--- src/hdl/crc8_frame_builder_assert.svh ---
`ifndef CRC8_FRAME_BUILDER_ASSERT_SVH
`define CRC8_FRAME_BUILDER_ASSERT_SVH

// same-cycle implication, sampled on clk, off during reset
`define CRCFB_ASSERT_NOW(label, ante, cons, msg) \
	label: assert property (@(posedge clk) disable iff (!arst_n) (ante) |-> (cons)) \
		else $error(msg);

// next-cycle implication, sampled on clk, off during reset
`define CRCFB_ASSERT_NEXT(label, ante, cons, msg) \
	label: assert property (@(posedge clk) disable iff (!arst_n) (ante) |=> (cons)) \
		else $error(msg);

`endif

--- src/hdl/crcfb_pkg.sv ---
package crcfb_pkg;

	localparam logic [7:0] HDR_FIRST  = 8'hAA;
	localparam logic [7:0] HDR_SECOND = 8'h55;
	localparam logic [7:0] FTR_FIRST  = 8'hCC;
	localparam logic [7:0] FTR_SECOND = 8'h33;
	localparam logic [7:0] CRC_POLY   = 8'h07;
	localparam logic [7:0] CRC_INIT   = 8'h00;

	// one accepted payload byte with everything the emitter needs
	typedef struct packed {
		logic [7:0] data;
		logic [7:0] crc;
		logic       first;
		logic       last;
	} job_t;

	typedef enum logic [5:0] {
		PH_HDR1 = 6'b000001,
		PH_HDR2 = 6'b000010,
		PH_DATA = 6'b000100,
		PH_CRC  = 6'b001000,
		PH_FTR1 = 6'b010000,
		PH_FTR2 = 6'b100000
	} phase_t;

	function automatic logic [7:0] crc8_fold(input logic [7:0] crc, input logic [7:0] b);
		logic [7:0] c;
		c = crc ^ b;
		for (int k = 0; k < 8; k++) begin
			if (c[7]) begin
				c = {c[6:0], 1'b0} ^ CRC_POLY;
			end else begin
				c = {c[6:0], 1'b0};
			end
		end
		return c;
	endfunction

endpackage

--- src/hdl/crcfb_track.sv ---
module crcfb_track #(
	parameter int PAYLOAD_BYTES = 44
) (
	input  logic              clk,
	input  logic              arst_n,
	input  logic              accept,
	input  logic [7:0]        payload_byte,
	output crcfb_pkg::job_t   job
);

	localparam logic [8:0] LAST_LIMIT = 9'(PAYLOAD_BYTES);

	logic [7:0] pos_q;
	logic [7:0] crc_q;
	logic [7:0] crc_next;
	logic       last;

	assign crc_next = crcfb_pkg::crc8_fold(crc_q, payload_byte);
	assign last     = ({1'b0, pos_q} + 9'd1) >= LAST_LIMIT;

	assign job.data  = payload_byte;
	assign job.crc   = crc_next;
	assign job.first = (pos_q == 8'd0);
	assign job.last  = last;

	always_ff @(posedge clk or negedge arst_n) begin
		if (!arst_n) begin
			pos_q <= 8'd0;
			crc_q <= crcfb_pkg::CRC_INIT;
		end else if (accept) begin
			if (last) begin
				pos_q <= 8'd0;
				crc_q <= crcfb_pkg::CRC_INIT;
			end else begin
				pos_q <= pos_q + 8'd1;
				crc_q <= crc_next;
			end
		end
	end

endmodule

--- src/hdl/crcfb_emit.sv ---
module crcfb_emit (
	input  logic            clk,
	input  logic            arst_n,
	input  logic            job_valid,
	output logic            job_ready,
	input  crcfb_pkg::job_t job,
	output logic            out_valid,
	input  logic            out_ready,
	output logic [7:0]      out_byte,
	output logic            run_last,
	output logic            frame_end
);

	crcfb_pkg::job_t   job_s1;
	logic              job_valid_s1;
	crcfb_pkg::phase_t phase_q;
	crcfb_pkg::phase_t phase_next;
	logic [7:0]        slot_byte;
	logic              load;
	logic              slot_final;
	logic              job_done;
	logic              out_valid_q;
	logic [7:0]        out_byte_q;
	logic              run_last_q;
	logic              frame_end_q;

	assign load       = job_valid_s1 && (!out_valid_q || out_ready);
	assign slot_final = ((phase_q == crcfb_pkg::PH_DATA) && !job_s1.last) ||
		(phase_q == crcfb_pkg::PH_FTR2);
	assign job_done   = load && slot_final;
	assign job_ready  = !job_valid_s1 || job_done;

	always_comb begin
		case (phase_q)
			crcfb_pkg::PH_HDR1: begin
				slot_byte  = crcfb_pkg::HDR_FIRST;
				phase_next = crcfb_pkg::PH_HDR2;
			end
			crcfb_pkg::PH_HDR2: begin
				slot_byte  = crcfb_pkg::HDR_SECOND;
				phase_next = crcfb_pkg::PH_DATA;
			end
			crcfb_pkg::PH_DATA: begin
				slot_byte  = job_s1.data;
				phase_next = crcfb_pkg::PH_CRC;
			end
			crcfb_pkg::PH_CRC: begin
				slot_byte  = job_s1.crc;
				phase_next = crcfb_pkg::PH_FTR1;
			end
			crcfb_pkg::PH_FTR1: begin
				slot_byte  = crcfb_pkg::FTR_FIRST;
				phase_next = crcfb_pkg::PH_FTR2;
			end
			crcfb_pkg::PH_FTR2: begin
				slot_byte  = crcfb_pkg::FTR_SECOND;
				phase_next = crcfb_pkg::PH_HDR1;
			end
			default: begin
				slot_byte  = crcfb_pkg::HDR_FIRST;
				phase_next = crcfb_pkg::PH_HDR1;
			end
		endcase
	end

	always_ff @(posedge clk or negedge arst_n) begin
		if (!arst_n) begin
			job_valid_s1 <= 1'b0;
			phase_q      <= crcfb_pkg::PH_HDR1;
		end else if (job_valid && job_ready) begin
			job_valid_s1 <= 1'b1;
			phase_q      <= job.first ? crcfb_pkg::PH_HDR1 : crcfb_pkg::PH_DATA;
		end else if (job_done) begin
			job_valid_s1 <= 1'b0;
		end else if (load) begin
			phase_q <= phase_next;
		end
	end

	always_ff @(posedge clk) begin
		if (job_valid && job_ready) begin
			job_s1 <= job;
		end
	end

	always_ff @(posedge clk or negedge arst_n) begin
		if (!arst_n) begin
			out_valid_q <= 1'b0;
		end else if (load) begin
			out_valid_q <= 1'b1;
		end else if (out_ready) begin
			out_valid_q <= 1'b0;
		end
	end

	always_ff @(posedge clk) begin
		if (load) begin
			out_byte_q  <= slot_byte;
			run_last_q  <= slot_final;
			frame_end_q <= (phase_q == crcfb_pkg::PH_FTR2);
		end
	end

	assign out_valid = out_valid_q;
	assign out_byte  = out_byte_q;
	assign run_last  = run_last_q;
	assign frame_end = frame_end_q;

endmodule

--- src/hdl/crc8_frame_builder.sv ---
// channel | signals                          | direction
// in      | in_valid, in_ready, payload_byte | sink
// out     | out_valid, out_ready, out_byte,  | source
//         | run_last, frame_end              |
//
// a middle byte is sent alone; with out_ready high bytes stream at one per cycle
// the first byte of a frame follows the two header bytes, and the last is followed
// by the crc and two footer bytes, one frame byte per cycle while out_ready is high
// input byte is held in a one-entry job register while the emitter walks its slots
// arst_n clears the frame position, crc and all valid flags
// out_ready low stalls the emitter and, once the job register is busy, the input
`include "crc8_frame_builder_assert.svh"

module crc8_frame_builder #(
	parameter int PAYLOAD_BYTES = 44
) (
	input  logic       clk,
	input  logic       arst_n,
	input  logic       in_valid,
	output logic       in_ready,
	input  logic [7:0] payload_byte,
	output logic       out_valid,
	input  logic       out_ready,
	output logic [7:0] out_byte,
	output logic       run_last,
	output logic       frame_end
);

	crcfb_pkg::job_t job;
	logic            accept;

	assign accept = in_valid && in_ready;

	crcfb_track #(
		.PAYLOAD_BYTES(PAYLOAD_BYTES)
	) u_track (
		.clk         (clk),
		.arst_n      (arst_n),
		.accept      (accept),
		.payload_byte(payload_byte),
		.job         (job)
	);

	crcfb_emit u_emit (
		.clk      (clk),
		.arst_n   (arst_n),
		.job_valid(in_valid),
		.job_ready(in_ready),
		.job      (job),
		.out_valid(out_valid),
		.out_ready(out_ready),
		.out_byte (out_byte),
		.run_last (run_last),
		.frame_end(frame_end)
	);

	`CRCFB_ASSERT_NOW(a_end_is_last, out_valid && frame_end, run_last, "frame end without run last")
	`CRCFB_ASSERT_NEXT(a_run_no_gap, out_valid && out_ready && !run_last, out_valid, "gap inside run")
	`CRCFB_ASSERT_NEXT(a_hdr_after_end, out_valid && out_ready && frame_end,
		!out_valid || (out_byte == crcfb_pkg::HDR_FIRST), "new frame without header")

endmodule
--- config.mk ---
export PLATFORM = sky130hd
export DESIGN_NAME = crc8_frame_builder
export DESIGN_NICKNAME = d
export VERILOG_FILES = /design/src/hdl/crcfb_pkg.sv /design/src/hdl/crcfb_track.sv /design/src/hdl/crcfb_emit.sv /design/src/hdl/crc8_frame_builder.sv
export VERILOG_INCLUDE_DIRS = /design/src /design/src/hdl
export SDC_FILE = /design/constraint.sdc
export NUM_CORES = 1
export LEC_CHECK = 0
export BUFFER_PORTS_ARGS = -buffer_cell sky130_fd_sc_hd__buf_2
export CAP_MARGIN = 20
export CORE_MARGIN = 10
export CORE_UTILIZATION = 45
export CTS_CLUSTER_DIAMETER = 30
export DETAILED_ROUTE_END_ITERATION = 12
export PLACE_DENSITY = 0.66
export REMOVE_ABC_BUFFERS = 1
export SLEW_MARGIN = 0
export SYNTH_ARGS = -nofsm -noshare
export SYNTH_HDL_FRONTEND = slang
export SYNTH_SLANG_ARGS = --single-unit
--- constraint.sdc ---
create_clock -name clk -period 2.36 [get_ports clk]
set_clock_uncertainty 0.2 [all_clocks]
set_input_delay 0.59 -clock clk [delete_from_list [all_inputs] [get_ports clk]]
set_output_delay 0.59 -clock clk [all_outputs]
set_load 0.01 [all_outputs]
==> flow_summary.json <==
{
  "synth-edff-count": 27,
  "clockRootBuffer": "clkbuf_8",
  "cp.required_ns": 1.57,
  "finalSetupViolations": 22,
  "die_w_microns": 93.4,
  "initial_core_util": 0.469,
  "critPathBufInv": 1,
  "clock_latency_ns": 0.30,
  "top_layer": "met4",
  "maxCapViolCount": 0,
  "fin_crit_sh": 1.17,
  "cts_buffers": 5,
  "cts_tree": "built",
  "ys_types": 43,
  "hold_violations": 0,
  "timing.final.ws_setup_ns": -0.406,
  "grt_use_total": 0.113,
  "antenna_cells": 0,
  "row_count": 26,
  "synthArstFlopShare": 0.471,
  "hold_path_class": "primary input to asynchronous set/reset pin",
  "syn_to_final_growth_pct": 24.3,
  "die_y_microns": 93.4,
  "cp-end-kind": "primary output",
  "overflow": 0,
  "yosysWarnings": 0,
  "cp_cell_sequence": "or3_4, or4_4, a21boi_2, nand2b_4, buf_6",
  "clockBufferDepth": 2,
  "met3_length_microns": 183,
  "p_leak_uw": 0.00123,
  "grt_pass1_vias": 1618,
  "nets": 260,
  "drtIter0Drc": 88,
  "cp_data_arrival_time_ns": 1.98,
  "routed_wl_mm": 4.74,
  "portBuffers": 23,
  "netlist_area_sq_um": 2420,
  "die_area_sq_um": 8720,
  "rsz0062_at_grt": "yes",
  "power_density_nw_per_um2": 1170,
  "netlist.top_cell.by_area": "edfxtp_1",
  "max_freq_ghz": 0.361,
  "clk_pin_slew_ns": 0.09,
  "tightest_slew_ns": 0.570,
  "irDropWorstVdd_v": 0.000510,
  "met1_length_mm": 2.29,
  "slew_violations": 0,
  "ys.flop_type": "edfxtp_1",
  "cts_sinks": 51,
  "fillers": 414,
  "gp_congestion": 0.857,
  "drive_gt1_frac": 0.312,
  "drc": 0,
  "ys_seq_area_frac": 0.583,
  "grt_max_degree": 25,
  "violations": "negative setup slack",
  "avgSynthCellArea_sq_um": 12.2,
  "cp_slowest_cell": "or4_4",
  "drt_pre_antenna_iters": 5,
  "dpl_cell_area_sq_um": 2800,
  "period_minus_slack_ns": 2.77,
  "path_delay_family": "simple AND/OR/NAND/NOR gates",
  "design_area_sq_um": 3010,
  "synth-seq-cells": 51,
  "placeableCoreArea_sq_um": 5170,
  "max_slew_margin": 0.620,
  "dp_hpwl_mm": 3.40,
  "synth_top_area_frac": 0.335,
  "status": "finished with violations",
  "crit_fanout": 2,
  "grt_first_pass_wirelength_mm": 7.93,
  "slowest_delay_ns": 0.50,
  "path_class": "flop to primary output",
  "final_antenna_net_count": 0,
  "antenna_found_initial": 0,
  "via_count": 1657,
  "htreeDepth": 2,
  "start_kind": "flop",
  "power_uw": 3520,
  "wire_per_inst_microns": 15.0,
  "ys_top_cells_by_area": "edfxtp_1, dfrtp_1, xnor2_1",
  "hold_buffers": 0,
  "via_per_inst": 5.23,
  "route.met2.wl_mm": 2.24,
  "io_pins": 24,
  "synthCells": 198
}
cells in the final DEF, fill, tap and decap left out, types with 2 or more instances in the layout:
| cell type | count |
|---|---|
| buf_6 | 4 |
| or3_1 | 2 |
| nor4_1 | 2 |
| edfxtp_1 | 27 |
| o21ai_0 | 5 |
| mux2i_1 | 2 |
| xnor2_1 | 15 |
| ha_1 | 2 |
| o21ai_1 | 2 |
| a221o_1 | 9 |
| nand2_1 | 9 |
| nor2b_1 | 2 |
| buf_4 | 20 |
| nor2_1 | 11 |
| a22o_1 | 11 |
| inv_1 | 6 |
| nor3_1 | 4 |
| buf_2 | 22 |
| dfrtp_1 | 23 |
| a21oi_1 | 2 |
| clkbuf_8 | 5 |
| xor2_1 | 11 |
| nor2_4 | 3 |
| o21ai_2 | 4 |
| and2_1 | 3 |
| nor4b_1 | 2 |
| buf_12 | 3 |
| clkinv_4 | 2 |
| nand2b_1 | 4 |
| nand3_1 | 6 |
Yosys cell counts (3+ instances only):
cell type,number
nor3_1,4
nor2_1,13
nand2b_1,5
nand2_1,10
edfxtp_1,27
dfrtp_1,23
xnor2_1,15
xor2_1,11
mux2i_1,3
nand3_1,6
a21oi_1,3
inv_1,6
and2_1,3
a22o_1,11
a221o_1,9
clkbuf_1,7
o21ai_0,9
kinds of logic (layout without fill, tap and decap cells):
group | Yosys count | count (layout) | synth area share
buffers and inverters | 17 | 66 | 0.0341
AO/OA/AOI/OAI | 40 | 40 | 0.129
XOR/XNOR | 26 | 26 | 0.0940
multiplexers | 4 | 4 | 0.0170
flip-flops | 51 | 51 | 0.583
adder cells (fa/ha/maj) | 2 | 2 | 0.0103
AND/OR/NAND/NOR | 58 | 58 | 0.133
layout make-up:
type | count | area [sq um] | area share
Clock inverter | 2 | 13.8 | 0.00457
Multi-Input combinational cell | 130 | 988 | 0.328
Clock buffer | 6 | 72.6 | 0.0241
Tap cell | 70 | 87.6 | 0.0291
Inverter | 7 | 31.3 | 0.0104
Sequential cell | 51 | 1410 | 0.469
Timing Repair Buffer | 51 | 405 | 0.135
layer usage:
metal,track usage,vias to the layer above
li1,-,830
met2,0.177,30
met3,0.0312,3
met5,0,-
met4,0.0308,0
met1,0.150,794
metrics by stage:
stage	setup WS [ns]	instances	TNS, ns	hold slack [ns]	utilization
2_1_floorplan	-0.333	188	-6.56	0.0944	-
3_3_place_gp	-0.101	306	-0.101	0.295	0.540
3_5_place_dp	-0.119	306	-0.129	0.291	0.540
4_1_cts	-0.408	316	-1.44	0.0827	0.565
5_1_grt	-0.455	317	-2.50	0.0954	0.582
6_report	-0.406	317	-1.14	0.0730	0.582
flip-flops by register name, summed over array words and instances (netlist names):
signal and flops:
u_emit.job_s1 17, u_emit.frame_end 1, u_emit.phase_q 6, u_emit.out_byte 8
u_emit.out_valid 1, u_track.pos_q 8, u_emit.run_last 1, u_track.crc_q 8
u_emit.job_valid_s1 1
worst paths after layout:
check	from	endpoint	slack [ns]	cells past startpoint
setup / recovery	u_emit.phase_q[4]	in_ready	-0.41	5
hold / removal	arst_n	u_track.pos_q[6]	0.07	1
setup reg to reg	u_emit.phase_q[4]	u_emit.job_s1[5]	-0.06	7
hold reg to reg	u_track.pos_q[7]	u_track.pos_q[7]	0.31	1
max in group asynchronous	arst_n	u_track.crc_q[7]	1.51	1
min in group clk	payload_byte[6]	u_emit.job_s1[16]	0.30	1
power breakdown:
group          leakage, uW  internal (uW)  switching [uW]
clock            0.0000452            210             283
combinational     0.000639            810             840
sequential        0.000545           1260             116
total              0.00123           2280            1240
timing repair:
item / 4_1_cts / 5_1_grt
pin swaps: 4 / 15
endpoints found under the setup margin: 2 / 36
buffers inserted: 2 / 0
gates cloned: 0 / 1
resized for setup: 4 / 22
worst reg2reg max path, stage by stage, from the launching register on:
cell and delay (ns):
dfrtp_1 0.39, or3_4 0.39, or4_4 0.50, a21boi_2 0.15
buf_4 0.13, o21ai_4 0.10, clkinv_4 0.12, clkbuf_16 0.16
No activity file was read; power rests on OpenSTA's default activity.
